File: config.mk
export PLATFORM = sky130hd
export DESIGN_NAME = box_outline_quad_generator_core_flat
export DESIGN_NICKNAME = d
export VERILOG_FILES = /design/src/sv/boqg_pkg.sv /design/src/sv/boqg_if.sv /design/src/sv/boqg_front.sv /design/src/sv/boqg_queue.sv /design/src/sv/boqg_back.sv /design/src/sv/box_outline_quad_generator_core.sv /design/src/flat_wrapper.sv
export SDC_FILE = /design/constraint.sdc
export NUM_CORES = 2
export LEC_CHECK = 0
export BUFFER_PORTS_ARGS = -buffer_cell sky130_fd_sc_hd__buf_2
export CAP_MARGIN = 25
export CORE_ASPECT_RATIO = 1.25
export CORE_MARGIN = 5
export CORE_UTILIZATION = 35
export DETAILED_ROUTE_END_ITERATION = 7
export PLACE_DENSITY = 0.57
export SLEW_MARGIN = 20
export SYNTH_ARGS = -nofsm -noshare
export SYNTH_HDL_FRONTEND = slang
export SYNTH_HIERARCHICAL = 1
export SYNTH_SLANG_ARGS = --single-unit
File: constraint.sdc
create_clock -name clock -period 22.4 [get_ports clock]
set_clock_uncertainty 0.05 [all_clocks]
set_input_delay 5.6 -clock clock [delete_from_list [all_inputs] [get_ports clock]]
set_output_delay 5.6 -clock clock [all_outputs]
set_load 0.01 [all_outputs]
File: src/sv/boqg_pkg.sv
// Shared types, constants and saturating arithmetic for the box outline quad generator.
// No dependencies; the other source files, the macros header apart, refer to it by scoped names.
`default_nettype none

package boqg_pkg;

   localparam int COORD_W      = 32;
   localparam int DIFF_W       = COORD_W + 1;
   localparam int MAG_W        = 21;
   localparam int SQ_W         = 2 * MAG_W;
   localparam int DIST_W       = SQ_W + 2;
   localparam int SIZE_W       = 13;
   localparam int NUM_AXES     = 3;
   localparam int QUAD_COUNT   = 24;
   localparam int QIDX_W       = $clog2(QUAD_COUNT);
   localparam int QUADS_PER_AXIS = QUAD_COUNT / NUM_AXES;
   localparam int QUEUE_DEPTH  = 2;
   localparam int QPTR_W       = (QUEUE_DEPTH > 1) ? $clog2(QUEUE_DEPTH) : 1;
   localparam int QCNT_W       = $clog2(QUEUE_DEPTH + 1);
   localparam int PEND_W       = 4;

   typedef logic signed [COORD_W-1:0] coord_type;
   typedef logic [1:0]                axis_type;
   typedef logic [SIZE_W-1:0]         size_type;

   localparam axis_type AXIS_Y = 2'd0;
   localparam axis_type AXIS_X = 2'd1;
   localparam axis_type AXIS_Z = 2'd2;

   localparam coord_type COORD_MAX = 32'sh7FFF_FFFF;
   localparam coord_type COORD_MIN = 32'sh8000_0000;

   // camera-to-corner difference of 32.0 or more on any axis counts as far
   localparam logic signed [DIFF_W-1:0] NEAR_LIM     = 33'sd2097152;
   localparam logic signed [DIFF_W-1:0] NEAR_LIM_NEG = -33'sd2097152;

   // squared distance thresholds in Q32.32
   localparam logic [DIST_W-1:0] DIST_4    = 44'h004_0000_0000;
   localparam logic [DIST_W-1:0] DIST_16   = 44'h010_0000_0000;
   localparam logic [DIST_W-1:0] DIST_64   = 44'h040_0000_0000;
   localparam logic [DIST_W-1:0] DIST_256  = 44'h100_0000_0000;
   localparam logic [DIST_W-1:0] DIST_1024 = 44'h400_0000_0000;

   localparam size_type OFS_FAR  = 13'd655;
   localparam size_type OFS_MID  = 13'd410;
   localparam size_type OFS_NEAR = 13'd328;

   localparam size_type EDGE_1  = 13'd4096;
   localparam size_type EDGE_2  = 13'd2048;
   localparam size_type EDGE_4  = 13'd1024;
   localparam size_type EDGE_6  = 13'd683;
   localparam size_type EDGE_8  = 13'd512;
   localparam size_type EDGE_12 = 13'd341;

   // grown box and edge width, one queue entry; index 0 x, 1 y, 2 z
   typedef struct packed {
      coord_type [NUM_AXES-1:0] lo;
      coord_type [NUM_AXES-1:0] hi;
      size_type                 size;
   } box_type;

   typedef struct packed {
      axis_type  plane_axis;
      coord_type plane_value;
      coord_type first_u;
      coord_type first_v;
      coord_type second_u;
      coord_type second_v;
      logic      last_quad;
   } quad_type;

   // a + s or a - s, clamped to the signed 32-bit range
   function automatic coord_type sat_step(input coord_type a, input size_type s,
                                          input logic neg);
      logic signed [DIFF_W-1:0] ext_a;
      logic signed [DIFF_W-1:0] ext_s;
      logic signed [DIFF_W-1:0] t;
      coord_type                r;
      ext_a = {a[COORD_W-1], a};
      ext_s = {{(DIFF_W-SIZE_W){1'b0}}, s};
      t     = neg ? (ext_a - ext_s) : (ext_a + ext_s);
      if (t[DIFF_W-1] != t[DIFF_W-2]) begin
         r = t[DIFF_W-1] ? COORD_MIN : COORD_MAX;
      end else begin
         r = t[COORD_W-1:0];
      end
      return r;
   endfunction

endpackage

`default_nettype wire

File: src/sv/boqg_if.sv
// Valid/ready channel interfaces for box words and quad words.
// Depends on boqg_pkg for the coordinate and axis types.
`default_nettype none

interface boqg_req_if;
   logic                valid;
   logic                ready;
   boqg_pkg::coord_type cam_x;
   boqg_pkg::coord_type cam_y;
   boqg_pkg::coord_type cam_z;
   boqg_pkg::coord_type min_x;
   boqg_pkg::coord_type min_y;
   boqg_pkg::coord_type min_z;
   boqg_pkg::coord_type max_x;
   boqg_pkg::coord_type max_y;
   boqg_pkg::coord_type max_z;

   modport source (output valid, cam_x, cam_y, cam_z, min_x, min_y, min_z,
                   max_x, max_y, max_z, input ready);
   modport sink   (input valid, cam_x, cam_y, cam_z, min_x, min_y, min_z,
                   max_x, max_y, max_z, output ready);
endinterface

interface boqg_rsp_if;
   logic                valid;
   logic                ready;
   boqg_pkg::axis_type  plane_axis;
   boqg_pkg::coord_type plane_value;
   boqg_pkg::coord_type first_u;
   boqg_pkg::coord_type first_v;
   boqg_pkg::coord_type second_u;
   boqg_pkg::coord_type second_v;
   logic                last_quad;

   modport source (output valid, plane_axis, plane_value, first_u, first_v,
                   second_u, second_v, last_quad, input ready);
   modport sink   (input valid, plane_axis, plane_value, first_u, first_v,
                   second_u, second_v, last_quad, output ready);
endinterface

`default_nettype wire

File: src/sv/boqg_front.sv
// Front end: accepts box words, forms the squared camera distance, picks offset and
// edge width and grows the box. Three stages; depends on boqg_pkg and boqg_if.
`default_nettype none

module boqg_front (
   input  wire logic         clock,
   input  wire logic         reset,
   boqg_req_if.sink          req_chan,
   output logic              push_valid,
   input  wire logic         push_ready,
   output boqg_pkg::box_type push_box
);

   boqg_pkg::coord_type cam_in [boqg_pkg::NUM_AXES];
   boqg_pkg::coord_type mn_in  [boqg_pkg::NUM_AXES];
   boqg_pkg::coord_type mx_in  [boqg_pkg::NUM_AXES];

   logic signed [boqg_pkg::DIFF_W-1:0] diff     [boqg_pkg::NUM_AXES];
   logic [boqg_pkg::DIFF_W-1:0]        mag_full [boqg_pkg::NUM_AXES];
   logic [boqg_pkg::NUM_AXES-1:0]      far_axis;

   logic s1_v_ff, s1_v_in, s2_v_ff, s2_v_in, s3_v_ff, s3_v_in;
   logic s1_rdy, s2_rdy, s3_rdy, s1_load, s2_load, s3_load;

   logic                      s1_far_ff;
   logic [boqg_pkg::MAG_W-1:0] s1_mag_ff [boqg_pkg::NUM_AXES];
   boqg_pkg::coord_type        s1_mn_ff  [boqg_pkg::NUM_AXES];
   boqg_pkg::coord_type        s1_mx_ff  [boqg_pkg::NUM_AXES];

   logic                      s2_far_ff;
   logic [boqg_pkg::SQ_W-1:0] s2_sq_ff [boqg_pkg::NUM_AXES];
   logic [boqg_pkg::SQ_W-1:0] s2_sq_in [boqg_pkg::NUM_AXES];
   boqg_pkg::coord_type       s2_mn_ff [boqg_pkg::NUM_AXES];
   boqg_pkg::coord_type       s2_mx_ff [boqg_pkg::NUM_AXES];

   logic                        s3_far_ff;
   logic [boqg_pkg::DIST_W-1:0] s3_dist_ff, s3_dist_in;
   boqg_pkg::coord_type         s3_mn_ff [boqg_pkg::NUM_AXES];
   boqg_pkg::coord_type         s3_mx_ff [boqg_pkg::NUM_AXES];

   boqg_pkg::size_type ofs, edge_w;

   assign cam_in[0] = req_chan.cam_x;
   assign cam_in[1] = req_chan.cam_y;
   assign cam_in[2] = req_chan.cam_z;
   assign mn_in[0]  = req_chan.min_x;
   assign mn_in[1]  = req_chan.min_y;
   assign mn_in[2]  = req_chan.min_z;
   assign mx_in[0]  = req_chan.max_x;
   assign mx_in[1]  = req_chan.max_y;
   assign mx_in[2]  = req_chan.max_z;

   always_comb begin
      for (int i = 0; i < boqg_pkg::NUM_AXES; i++) begin
         diff[i]     = {cam_in[i][boqg_pkg::COORD_W-1], cam_in[i]}
                     - {mn_in[i][boqg_pkg::COORD_W-1], mn_in[i]};
         far_axis[i] = (diff[i] >= boqg_pkg::NEAR_LIM) || (diff[i] <= boqg_pkg::NEAR_LIM_NEG);
         mag_full[i] = diff[i][boqg_pkg::DIFF_W-1] ? -diff[i] : diff[i];
      end
   end

   // stall chain: a stage takes a word when it is empty or its word moves on
   assign s3_rdy  = !s3_v_ff || push_ready;
   assign s2_rdy  = !s2_v_ff || s3_rdy;
   assign s1_rdy  = !s1_v_ff || s2_rdy;
   assign s1_load = req_chan.valid && s1_rdy;
   assign s2_load = s1_v_ff && s2_rdy;
   assign s3_load = s2_v_ff && s3_rdy;
   assign s1_v_in = s1_load || (s1_v_ff && !s2_rdy);
   assign s2_v_in = s2_load || (s2_v_ff && !s3_rdy);
   assign s3_v_in = s3_load || (s3_v_ff && !push_ready);

   assign req_chan.ready = s1_rdy;
   assign push_valid     = s3_v_ff;

   always_comb begin
      for (int i = 0; i < boqg_pkg::NUM_AXES; i++) begin
         s2_sq_in[i] = s1_mag_ff[i] * s1_mag_ff[i];
      end
   end

   assign s3_dist_in = boqg_pkg::DIST_W'(s2_sq_ff[0]) + boqg_pkg::DIST_W'(s2_sq_ff[1])
                     + boqg_pkg::DIST_W'(s2_sq_ff[2]);

   always_ff @(posedge clock) begin
      if (reset) begin
         s1_v_ff <= 1'b0;
         s2_v_ff <= 1'b0;
         s3_v_ff <= 1'b0;
      end else begin
         s1_v_ff <= s1_v_in;
         s2_v_ff <= s2_v_in;
         s3_v_ff <= s3_v_in;
      end
   end

   always_ff @(posedge clock) begin
      if (s1_load) begin
         s1_far_ff <= |far_axis;
         for (int i = 0; i < boqg_pkg::NUM_AXES; i++) begin
            s1_mag_ff[i] <= mag_full[i][boqg_pkg::MAG_W-1:0];
            s1_mn_ff[i]  <= mn_in[i];
            s1_mx_ff[i]  <= mx_in[i];
         end
      end
      if (s2_load) begin
         s2_far_ff <= s1_far_ff;
         for (int i = 0; i < boqg_pkg::NUM_AXES; i++) begin
            s2_sq_ff[i] <= s2_sq_in[i];
            s2_mn_ff[i] <= s1_mn_ff[i];
            s2_mx_ff[i] <= s1_mx_ff[i];
         end
      end
      if (s3_load) begin
         s3_far_ff  <= s2_far_ff;
         s3_dist_ff <= s3_dist_in;
         for (int i = 0; i < boqg_pkg::NUM_AXES; i++) begin
            s3_mn_ff[i] <= s2_mn_ff[i];
            s3_mx_ff[i] <= s2_mx_ff[i];
         end
      end
   end

   // far camera keeps the widest offset and edge
   always_comb begin
      ofs    = boqg_pkg::OFS_FAR;
      edge_w = boqg_pkg::EDGE_1;
      if (!s3_far_ff) begin
         if (s3_dist_ff < boqg_pkg::DIST_4) begin
            ofs    = boqg_pkg::OFS_NEAR;
            edge_w = boqg_pkg::EDGE_12;
         end else if (s3_dist_ff < boqg_pkg::DIST_16) begin
            ofs    = boqg_pkg::OFS_MID;
            edge_w = boqg_pkg::EDGE_8;
         end else if (s3_dist_ff < boqg_pkg::DIST_64) begin
            edge_w = boqg_pkg::EDGE_6;
         end else if (s3_dist_ff < boqg_pkg::DIST_256) begin
            edge_w = boqg_pkg::EDGE_4;
         end else if (s3_dist_ff < boqg_pkg::DIST_1024) begin
            edge_w = boqg_pkg::EDGE_2;
         end
      end
   end

   always_comb begin
      for (int i = 0; i < boqg_pkg::NUM_AXES; i++) begin
         push_box.lo[i] = boqg_pkg::sat_step(s3_mn_ff[i], ofs, 1'b1);
         push_box.hi[i] = boqg_pkg::sat_step(s3_mx_ff[i], ofs, 1'b0);
      end
      push_box.size = edge_w;
   end

endmodule

`default_nettype wire

File: src/sv/boqg_queue.sv
// Short queue of grown boxes between the front end and the quad sequencer.
// Depends on boqg_pkg for the entry type and depth.
`default_nettype none

module boqg_queue (
   input  wire logic              clock,
   input  wire logic              reset,
   input  wire logic              push_valid,
   output logic                   push_ready,
   input  wire boqg_pkg::box_type push_box,
   input  wire logic              pop,
   output logic                   head_valid,
   output boqg_pkg::box_type      head_box
);

   boqg_pkg::box_type entry_ff [boqg_pkg::QUEUE_DEPTH];

   logic [boqg_pkg::QPTR_W-1:0] wr_ptr_ff, wr_ptr_in, rd_ptr_ff, rd_ptr_in;
   logic [boqg_pkg::QCNT_W-1:0] cnt_ff, cnt_in;
   logic                        push;

   assign push_ready = cnt_ff != boqg_pkg::QCNT_W'(boqg_pkg::QUEUE_DEPTH);
   assign head_valid = cnt_ff != '0;
   assign head_box   = entry_ff[rd_ptr_ff];
   assign push       = push_valid && push_ready;

   always_comb begin
      wr_ptr_in = wr_ptr_ff;
      rd_ptr_in = rd_ptr_ff;
      cnt_in    = cnt_ff;
      if (push) begin
         wr_ptr_in = (wr_ptr_ff == boqg_pkg::QPTR_W'(boqg_pkg::QUEUE_DEPTH - 1))
                   ? '0 : wr_ptr_ff + 1'b1;
      end
      if (pop) begin
         rd_ptr_in = (rd_ptr_ff == boqg_pkg::QPTR_W'(boqg_pkg::QUEUE_DEPTH - 1))
                   ? '0 : rd_ptr_ff + 1'b1;
      end
      if (push && !pop) begin
         cnt_in = cnt_ff + 1'b1;
      end else if (pop && !push) begin
         cnt_in = cnt_ff - 1'b1;
      end
   end

   always_ff @(posedge clock) begin
      if (reset) begin
         wr_ptr_ff <= '0;
         rd_ptr_ff <= '0;
         cnt_ff    <= '0;
      end else begin
         wr_ptr_ff <= wr_ptr_in;
         rd_ptr_ff <= rd_ptr_in;
         cnt_ff    <= cnt_in;
      end
   end

   always_ff @(posedge clock) begin
      if (push) begin
         entry_ff[wr_ptr_ff] <= push_box;
      end
   end

endmodule

`default_nettype wire

File: src/sv/boqg_back.sv
// Back end: walks the edge strips of the box at the queue head into a registered output
// word, one quad a cycle unless the output stalls. Depends on boqg_pkg and boqg_if.
`default_nettype none

module boqg_back (
   input  wire logic              clock,
   input  wire logic              reset,
   input  wire logic              head_valid,
   input  wire boqg_pkg::box_type head_box,
   output logic                   pop,
   boqg_rsp_if.source             rsp_chan
);

   localparam logic [2:0] FACE_BOTTOM = 3'd0;
   localparam logic [2:0] FACE_TOP    = 3'd1;
   localparam logic [2:0] FACE_LEFT   = 3'd2;
   localparam logic [2:0] FACE_RIGHT  = 3'd3;
   localparam logic [2:0] FACE_FRONT  = 3'd4;
   localparam logic [2:0] FACE_BACK   = 3'd5;

   localparam logic [1:0] STRIP_LOW_U  = 2'd0;
   localparam logic [1:0] STRIP_HIGH_U = 2'd1;
   localparam logic [1:0] STRIP_LOW_V  = 2'd2;
   localparam logic [1:0] STRIP_HIGH_V = 2'd3;

   logic [boqg_pkg::QIDX_W-1:0] idx_ff, idx_in;
   logic                        out_v_ff, out_v_in;
   boqg_pkg::quad_type          out_q_ff, quad;
   logic                        load, last;
   logic [2:0]                  face;
   logic [1:0]                  strip;

   boqg_pkg::axis_type  axis;
   boqg_pkg::coord_type plane, a1, a2, b1, b2, a1s, a2s, b1s, b2s;

   assign face  = idx_ff[boqg_pkg::QIDX_W-1:2];
   assign strip = idx_ff[1:0];
   assign last  = idx_ff == boqg_pkg::QIDX_W'(boqg_pkg::QUAD_COUNT - 1);
   assign load  = head_valid && (!out_v_ff || rsp_chan.ready);
   assign pop   = load && last;

   always_comb begin
      unique case (face)
         FACE_BOTTOM, FACE_TOP: begin
            axis  = boqg_pkg::AXIS_Y;
            plane = (face == FACE_TOP) ? head_box.hi[1] : head_box.lo[1];
            a1 = head_box.lo[0];
            a2 = head_box.hi[0];
            b1 = head_box.lo[2];
            b2 = head_box.hi[2];
         end
         FACE_LEFT, FACE_RIGHT: begin
            axis  = boqg_pkg::AXIS_X;
            plane = (face == FACE_RIGHT) ? head_box.hi[0] : head_box.lo[0];
            a1 = head_box.lo[2];
            a2 = head_box.hi[2];
            b1 = head_box.lo[1];
            b2 = head_box.hi[1];
         end
         FACE_FRONT, FACE_BACK: begin
            axis  = boqg_pkg::AXIS_Z;
            plane = (face == FACE_BACK) ? head_box.hi[2] : head_box.lo[2];
            a1 = head_box.lo[0];
            a2 = head_box.hi[0];
            b1 = head_box.lo[1];
            b2 = head_box.hi[1];
         end
         default: begin
            axis  = boqg_pkg::AXIS_Y;
            plane = head_box.lo[1];
            a1 = head_box.lo[0];
            a2 = head_box.hi[0];
            b1 = head_box.lo[2];
            b2 = head_box.hi[2];
         end
      endcase
   end

   assign a1s = boqg_pkg::sat_step(a1, head_box.size, 1'b0);
   assign a2s = boqg_pkg::sat_step(a2, head_box.size, 1'b1);
   assign b1s = boqg_pkg::sat_step(b1, head_box.size, 1'b0);
   assign b2s = boqg_pkg::sat_step(b2, head_box.size, 1'b1);

   always_comb begin
      quad.plane_axis  = axis;
      quad.plane_value = plane;
      quad.last_quad   = last;
      unique case (strip)
         STRIP_LOW_U: begin
            quad.first_u  = a1;
            quad.first_v  = b1s;
            quad.second_u = a1s;
            quad.second_v = b2s;
         end
         STRIP_HIGH_U: begin
            quad.first_u  = a2;
            quad.first_v  = b1s;
            quad.second_u = a2s;
            quad.second_v = b2s;
         end
         STRIP_LOW_V: begin
            quad.first_u  = a1;
            quad.first_v  = b1;
            quad.second_u = a2;
            quad.second_v = b1s;
         end
         STRIP_HIGH_V: begin
            quad.first_u  = a1;
            quad.first_v  = b2;
            quad.second_u = a2;
            quad.second_v = b2s;
         end
         default: begin
            quad.first_u  = a1;
            quad.first_v  = b1s;
            quad.second_u = a1s;
            quad.second_v = b2s;
         end
      endcase
   end

   // advance the strip counter on every loaded word, wrap after the last
   always_comb begin
      idx_in = idx_ff;
      if (load) begin
         idx_in = last ? '0 : idx_ff + 1'b1;
      end
      out_v_in = load || (out_v_ff && !rsp_chan.ready);
   end

   always_ff @(posedge clock) begin
      if (reset) begin
         idx_ff   <= '0;
         out_v_ff <= 1'b0;
      end else begin
         idx_ff   <= idx_in;
         out_v_ff <= out_v_in;
      end
   end

   always_ff @(posedge clock) begin
      if (load) begin
         out_q_ff <= quad;
      end
   end

   assign rsp_chan.valid       = out_v_ff;
   assign rsp_chan.plane_axis  = out_q_ff.plane_axis;
   assign rsp_chan.plane_value = out_q_ff.plane_value;
   assign rsp_chan.first_u     = out_q_ff.first_u;
   assign rsp_chan.first_v     = out_q_ff.first_v;
   assign rsp_chan.second_u    = out_q_ff.second_u;
   assign rsp_chan.second_v    = out_q_ff.second_v;
   assign rsp_chan.last_quad   = out_q_ff.last_quad;

endmodule

`default_nettype wire

File: src/sv/box_outline_quad_generator_core.sv
// Channel    Dir  Word                               Handshake
// req_chan   in   camera, box min corner, max corner valid/ready
// rsp_chan   out  one edge-strip quad, last flag     valid/ready
//
// The front end takes a box word every cycle while its three stages and the two-entry
// queue have room; boxes pass the stages and the queue, quads the output register.
// The sequencer sends one quad a cycle while the output is taken; a box gives one quad per edge strip.
// Reset (synchronous, active high) empties the stages, the queue and the output register.
// Either side may stall at any time; nothing is dropped or repeated.
// Top level of the box outline quad generator; depends on boqg_pkg, boqg_if and submodules.
`default_nettype none

module box_outline_quad_generator_core (
   input  wire logic clock,
   input  wire logic reset,
   boqg_req_if.sink  req_chan,
   boqg_rsp_if.source rsp_chan
);

   logic              push_valid, push_ready, head_valid, pop;
   boqg_pkg::box_type push_box, head_box;

   boqg_front u_front (
      .clock      (clock),
      .reset      (reset),
      .req_chan   (req_chan),
      .push_valid (push_valid),
      .push_ready (push_ready),
      .push_box   (push_box)
   );

   boqg_queue u_queue (
      .clock      (clock),
      .reset      (reset),
      .push_valid (push_valid),
      .push_ready (push_ready),
      .push_box   (push_box),
      .pop        (pop),
      .head_valid (head_valid),
      .head_box   (head_box)
   );

   boqg_back u_back (
      .clock      (clock),
      .reset      (reset),
      .head_valid (head_valid),
      .head_box   (head_box),
      .pop        (pop),
      .rsp_chan   (rsp_chan)
   );

endmodule

`default_nettype wire

File: src/flat_wrapper.sv
// flat-port wrapper written by rule: the top's interface ports become plain ports
module box_outline_quad_generator_core_flat 
  (clock, reset, req_chan_valid, req_chan_cam_x, req_chan_cam_y, req_chan_cam_z, req_chan_min_x, req_chan_min_y, req_chan_min_z, req_chan_max_x, req_chan_max_y, req_chan_max_z, req_chan_ready, rsp_chan_valid, rsp_chan_plane_axis, rsp_chan_plane_value, rsp_chan_first_u, rsp_chan_first_v, rsp_chan_second_u, rsp_chan_second_v, rsp_chan_last_quad, rsp_chan_ready);
  boqg_req_if req_chan_i ();
  boqg_rsp_if rsp_chan_i ();
  input  wire logic clock;
  input  wire logic reset;
  input wire logic [$bits(req_chan_i.valid)-1:0] req_chan_valid;
  input wire logic [$bits(req_chan_i.cam_x)-1:0] req_chan_cam_x;
  input wire logic [$bits(req_chan_i.cam_y)-1:0] req_chan_cam_y;
  input wire logic [$bits(req_chan_i.cam_z)-1:0] req_chan_cam_z;
  input wire logic [$bits(req_chan_i.min_x)-1:0] req_chan_min_x;
  input wire logic [$bits(req_chan_i.min_y)-1:0] req_chan_min_y;
  input wire logic [$bits(req_chan_i.min_z)-1:0] req_chan_min_z;
  input wire logic [$bits(req_chan_i.max_x)-1:0] req_chan_max_x;
  input wire logic [$bits(req_chan_i.max_y)-1:0] req_chan_max_y;
  input wire logic [$bits(req_chan_i.max_z)-1:0] req_chan_max_z;
  output wire logic [$bits(req_chan_i.ready)-1:0] req_chan_ready;
  output wire logic [$bits(rsp_chan_i.valid)-1:0] rsp_chan_valid;
  output wire logic [$bits(rsp_chan_i.plane_axis)-1:0] rsp_chan_plane_axis;
  output wire logic [$bits(rsp_chan_i.plane_value)-1:0] rsp_chan_plane_value;
  output wire logic [$bits(rsp_chan_i.first_u)-1:0] rsp_chan_first_u;
  output wire logic [$bits(rsp_chan_i.first_v)-1:0] rsp_chan_first_v;
  output wire logic [$bits(rsp_chan_i.second_u)-1:0] rsp_chan_second_u;
  output wire logic [$bits(rsp_chan_i.second_v)-1:0] rsp_chan_second_v;
  output wire logic [$bits(rsp_chan_i.last_quad)-1:0] rsp_chan_last_quad;
  input wire logic [$bits(rsp_chan_i.ready)-1:0] rsp_chan_ready;
  assign req_chan_i.valid = req_chan_valid;
  assign req_chan_i.cam_x = req_chan_cam_x;
  assign req_chan_i.cam_y = req_chan_cam_y;
  assign req_chan_i.cam_z = req_chan_cam_z;
  assign req_chan_i.min_x = req_chan_min_x;
  assign req_chan_i.min_y = req_chan_min_y;
  assign req_chan_i.min_z = req_chan_min_z;
  assign req_chan_i.max_x = req_chan_max_x;
  assign req_chan_i.max_y = req_chan_max_y;
  assign req_chan_i.max_z = req_chan_max_z;
  assign req_chan_ready = req_chan_i.ready;
  assign rsp_chan_valid = rsp_chan_i.valid;
  assign rsp_chan_plane_axis = rsp_chan_i.plane_axis;
  assign rsp_chan_plane_value = rsp_chan_i.plane_value;
  assign rsp_chan_first_u = rsp_chan_i.first_u;
  assign rsp_chan_first_v = rsp_chan_i.first_v;
  assign rsp_chan_second_u = rsp_chan_i.second_u;
  assign rsp_chan_second_v = rsp_chan_i.second_v;
  assign rsp_chan_last_quad = rsp_chan_i.last_quad;
  assign rsp_chan_i.ready = rsp_chan_ready;
  box_outline_quad_generator_core u_core (.clock(clock), .reset(reset), .req_chan(req_chan_i), .rsp_chan(rsp_chan_i));
endmodule
==> flow_results.org <==
** Cells and area
- The area growth from synthesis to layout is 11.2%.
- Number of fill cells :: 28,600
- Nets :: ~12,000
- Fraction of layout cells with a size suffix above 1 :: 11.5%
- Utilization after layout :: 39.1%

** Placed design
- The count of buffers added on input and output ports is 456.
- Once detailed placement completed, the half-perimeter wirelength came to 268,000 um.
- Routability congestion estimate from global placement :: 0.997

** Run status
- Violated checks :: DRC
- Status :: complete, but fails checks

** Clocking
- CTS HTree Levels :: 4
- Clock network latency to the later pin of the worst-skew pair :: 0.82 ns
- No sink is reached through more buffers than the 4 on the longest clock path.
- Buffers added to address setup during post-CTS repair amount to 0.
- Clock tree from TritonCTS :: built
- Buffer type at the clock tree root :: sky130_fd_sc_hd__clkbuf_16
- Number of sinks driven by the clock tree :: 1,359
- Cells resized by post-CTS repair :: 0
- Buffers inserted to repair hold after CTS numbered 0.
- Clock-pin transition on the worst setup and hold timing paths :: about 0.070 ns
- Cts bufs inserted :: around 150

** GRT
- The total overflow left after global routing is 0.
- Vias in the first global route :: 74,500
- In the global route stage, overall resource usage came out at 21.0%.
- Number of antenna violations at the first check in global routing :: 37
- Wire length of the first global-routing pass :: around 490,000 um
- Entering global routing, the biggest net connects 97 pins.

** Timing
- Setup repair after global routing left no endpoint under its margin.
- Dividing the final minimum period by the clock period gives 44.7%.
- Setup violations remaining at the end of the flow were counted as 0.
- Count of endpoints failing hold in the final timing report :: 0
- Post-route setup TNS :: 0 ns
- The max-slew violation count came to 0.
- Derived from the worst setup path, the maximum achievable clock frequency is about 0.1 GHz.
- At the pin with the least slew margin, the transition time is between 1 and 1.5 ns.
- In this run the tightest slew margin relative to its limit is 25.4%.
- The worst path needs 10.02 ns of the cycle, external delays included.

** Synth
- Syn Nets :: ~11,000
- Most used DFF post-synth :: sky130_fd_sc_hd__edfxtp_1
- For this run, the number of Yosys warnings is 6.
- Averaged over all synthesized cells, the footprint is 11.3 um^2.
- Portion of the post-synthesis area used by sequential elements :: 38.8%
- Count of flip-flops with a built-in enable after synthesis :: 1,345
- Yosys mapped the design onto 99 distinct sky130hd cell types.
- Post-Syn Instances :: about 9,300
- The cell area that synthesis handed to floorplanning was 0.105 mm^2.
- In the synthesized netlist the async set-or-reset flop fraction comes to 0%.
- Synthesis inferred 1,359 register bits.

** Detailed routing
- After detailed routing, the average wire length per cell comes to 24.1 um.
- In this run, the number of DRC markers left after iteration 0 of detailed routing was between 4,000 and 5,000.
- Drc violations :: 3
- Routed vias :: 70,100
- Residual antenna-violating net count after detailed routing :: 0
- After detailed routing, the total wire length is 331,000 um.
- Dividing the detail-routed via count by the number of cells gives a little over 5.
- Drt first pass iters :: 8

** Hold path
- Min-Delay Path Class :: reg -> reg
- In this run the most critical hold path is launched from u_core/u_front/s1_mn_ff[0][63].

** Worst setup path
- Critical path's largest stage delay :: roughly 0.64 ns
- Worst reg2reg startpoint :: u_core/u_front/s1_mag_ff[0][8]
- For the worst flop-to-flop path, the logic depth is 29.
- Beginning of the critical path :: req_chan_cam_y[0]
- The signal on the critical path passes through buf_2, inv_1, ha_1, inv_1, fa_1, a211o_1, a2111oi_2, o21bai_1, a21oi_1, a32oi_1, a311oi_1, xor2_1, nor3_1, nand3_1, or4_1, or4_1, a221o_1.
- Path type of the worst setup path :: in -> reg
- Cell with the largest stage delay on the worst path :: sky130_fd_sc_hd__or4_1
- R2r setup slk :: ~14 ns
- The worst setup path is captured at a register.
- At the worst endpoint, the required time is 22.85 ns.
- Last element of the critical path :: u_core/u_front/s1_far_ff
- Crit path max fanout :: 4
- CP startpoint kind :: input pin
- Arrival @ worst endpoint :: around 10 ns
- FF-to-FF End :: u_core/u_front/s2_sq_ff[0][40]

** Floorplan
- Core box area :: 0.298 mm^2
- During I/O placement, the number of pins put on the boundary was roughly 460.
- Y dimension of the die :: 622 um
- Site row count :: 224
- Die footprint :: 0.310 mm^2
- The die is around 500 um wide.
- Starting utilization of the core area :: 35.1%

** Job
- The tool flagged a number of max-cap violations equal to 0.
==> worst min path at each step <==
| stage | end | slack [ns] | cells after the start |
|---|---|---|---|
| floorplan | u_core/u_front/s2_far_ff | 0.35 | 0 |
| global placement | u_core/u_front/s3_mn_ff[0][36] | 0.35 | 0 |
| detailed placement | u_core/u_front/s2_mn_ff[0][23] | 0.35 | 0 |
| CTS | u_core/u_front/s2_mn_ff[0][63] | 0.29 | 0 |
| global route | u_core/u_front/s2_mn_ff[0][63] | 0.30 | 0 |
| finish | u_core/u_front/s2_mn_ff[0][63] | 0.30 | 0 |
==> cells in the mapped netlist (all sizes together) (24+ instances only) <==
| library cell | n | area (um^2) |
|---|---|---|
| or3 | 41 | 263 |
| o22ai | 28 | 175 |
| o21a | 53 | 399 |
| a22oi | 24 | 180 |
| ha | 699 | 8750 |
| o21ai | 402 | 2020 |
| inv | 1469 | 5510 |
| nand4 | 38 | 238 |
| or2 | 29 | 181 |
| o21bai | 45 | 338 |
| nand2 | 810 | 3040 |
| and2 | 280 | 1750 |
| nor2b | 63 | 394 |
| o31ai | 35 | 277 |
| and3 | 53 | 332 |
| a211oi | 29 | 223 |
| buf | 64 | 440 |
| a21o | 146 | 1100 |
| nor4 | 31 | 194 |
| edfxtp | 1345 | 40400 |
| nor3 | 110 | 551 |
| fa | 986 | 19700 |
| a31oi | 42 | 263 |
| mux2i | 123 | 1230 |
| xor2 | 181 | 1590 |
| mux2 | 241 | 3280 |
| a21oi | 397 | 1990 |
| xnor2 | 368 | 3220 |
| nand3 | 102 | 510 |
| clkbuf | 255 | 960 |
| nand2b | 50 | 313 |
| nor2 | 399 | 1500 |
==> per-stage QoR <==
stage | worst slack, ns | area (um^2) | cells | hold slack [ns]
5_1_grt | 12.15 | 116000 | 13800 | 0.300
4_1_cts | 12.45 | 116000 | 13700 | 0.288
3_5_place_dp | 11.66 | 112000 | 13500 | 0.355
3_3_place_gp | 11.53 | 112000 | 13500 | 0.352
2_1_floorplan | 2.99 | 105000 | 9285 | 0.350
6_report | 12.38 | 116000 | 13800 | 0.297
==> worst max-delay path: cells and delay by family <==
kind,cells,cell delay (ns)
AOI/OAI and AO/OA,7,2.42
and+or+nand+nor,4,1.44
adders and majority gates,2,0.62
buffers and inverters,3,0.25
xor gates and xnor gates,1,0.14
==> placed cells by master, fill, tap and decap left out, types with 62 or more instances in the layout <==
cell                        count
sky130_fd_sc_hd__inv_1       1467
sky130_fd_sc_hd__edfxtp_1    1345
sky130_fd_sc_hd__fa_1         986
sky130_fd_sc_hd__nand2_1      810
sky130_fd_sc_hd__ha_1         699
sky130_fd_sc_hd__buf_2        457
sky130_fd_sc_hd__nor2_1       396
sky130_fd_sc_hd__a21oi_1      394
sky130_fd_sc_hd__o21ai_0      378
sky130_fd_sc_hd__xnor2_1      364
sky130_fd_sc_hd__and2_1       280
sky130_fd_sc_hd__xor2_1       180
sky130_fd_sc_hd__mux2_4       150
sky130_fd_sc_hd__clkbuf_16    149
sky130_fd_sc_hd__a21o_1       146
sky130_fd_sc_hd__mux2i_1      123
sky130_fd_sc_hd__nor3_1       109
sky130_fd_sc_hd__buf_4        108
sky130_fd_sc_hd__nand3_1      102
sky130_fd_sc_hd__mux2_2        91
sky130_fd_sc_hd__nor2b_1       62
==> area by class of cell <==
cell class | instances | area [um^2] | area share [%]
clock buffer | 170 | 3810 | 3.27
tap | 3955 | 4950 | 4.25
timing repair buffer | 572 | 3230 | 2.78
inverter | 1470 | 5530 | 4.75
sequential | 1359 | 40700 | 35.0
antenna | 23 | 57.6 | 0.0495
multi-input combinational | 6137 | 57300 | 49.2
clock inverter | 82 | 862 | 0.741
==> per-layer routing <==
| layer | global-route usage, % | vias to the layer above | routed length [um] |
|---|---|---|---|
| li1 | - | 32200 | - |
| met5 | 0 | - | 10 |
| met4 | 14.3 | 2 | 28200 |
| met3 | 2.18 | 702 | 12600 |
| met2 | 38.0 | 1924 | 170000 |
| met1 | 23.2 | 35200 | 121000 |
==> state kept, by name, summed over array words and instances (netlist names), 2 cells and up, named ones only <==
name / flops
u_core/u_back/rsp_chan.plane_value: 32
u_core/u_front/s1_mx_ff: 96
u_core/u_back/rsp_chan.first_u: 32
u_core/u_queue/entry_ff: 410
u_core/u_front/s3_dist_ff: 10
u_core/u_front/s2_sq_ff: 120
u_core/u_front/s1_mag_ff: 63
u_core/u_queue/cnt_ff: 2
u_core/u_back/rsp_chan.plane_axis: 2
u_core/u_back/rsp_chan.first_v: 32
u_core/u_front/s2_mn_ff: 96
u_core/u_back/idx_ff: 5
u_core/u_front/s1_mn_ff: 96
u_core/u_front/s3_mn_ff: 96
u_core/u_back/rsp_chan.second_v: 32
u_core/u_front/s2_mx_ff: 96
u_core/u_back/rsp_chan.second_u: 32
u_core/u_front/s3_mx_ff: 96
==> logic make-up after synthesis <==
kind of cell	synth area share, %
and+or+nand+nor	9.45
adders and majority gates	27.2
buffers and inverters	6.61
DFF	38.8
xor gates and xnor gates	4.60
muxes	4.59
other	0.00358
AOI/OAI and AO/OA	8.71
Power is not shown: default switching activity piles up to over one toggle a cycle in this logic, so the estimate is an artifact.
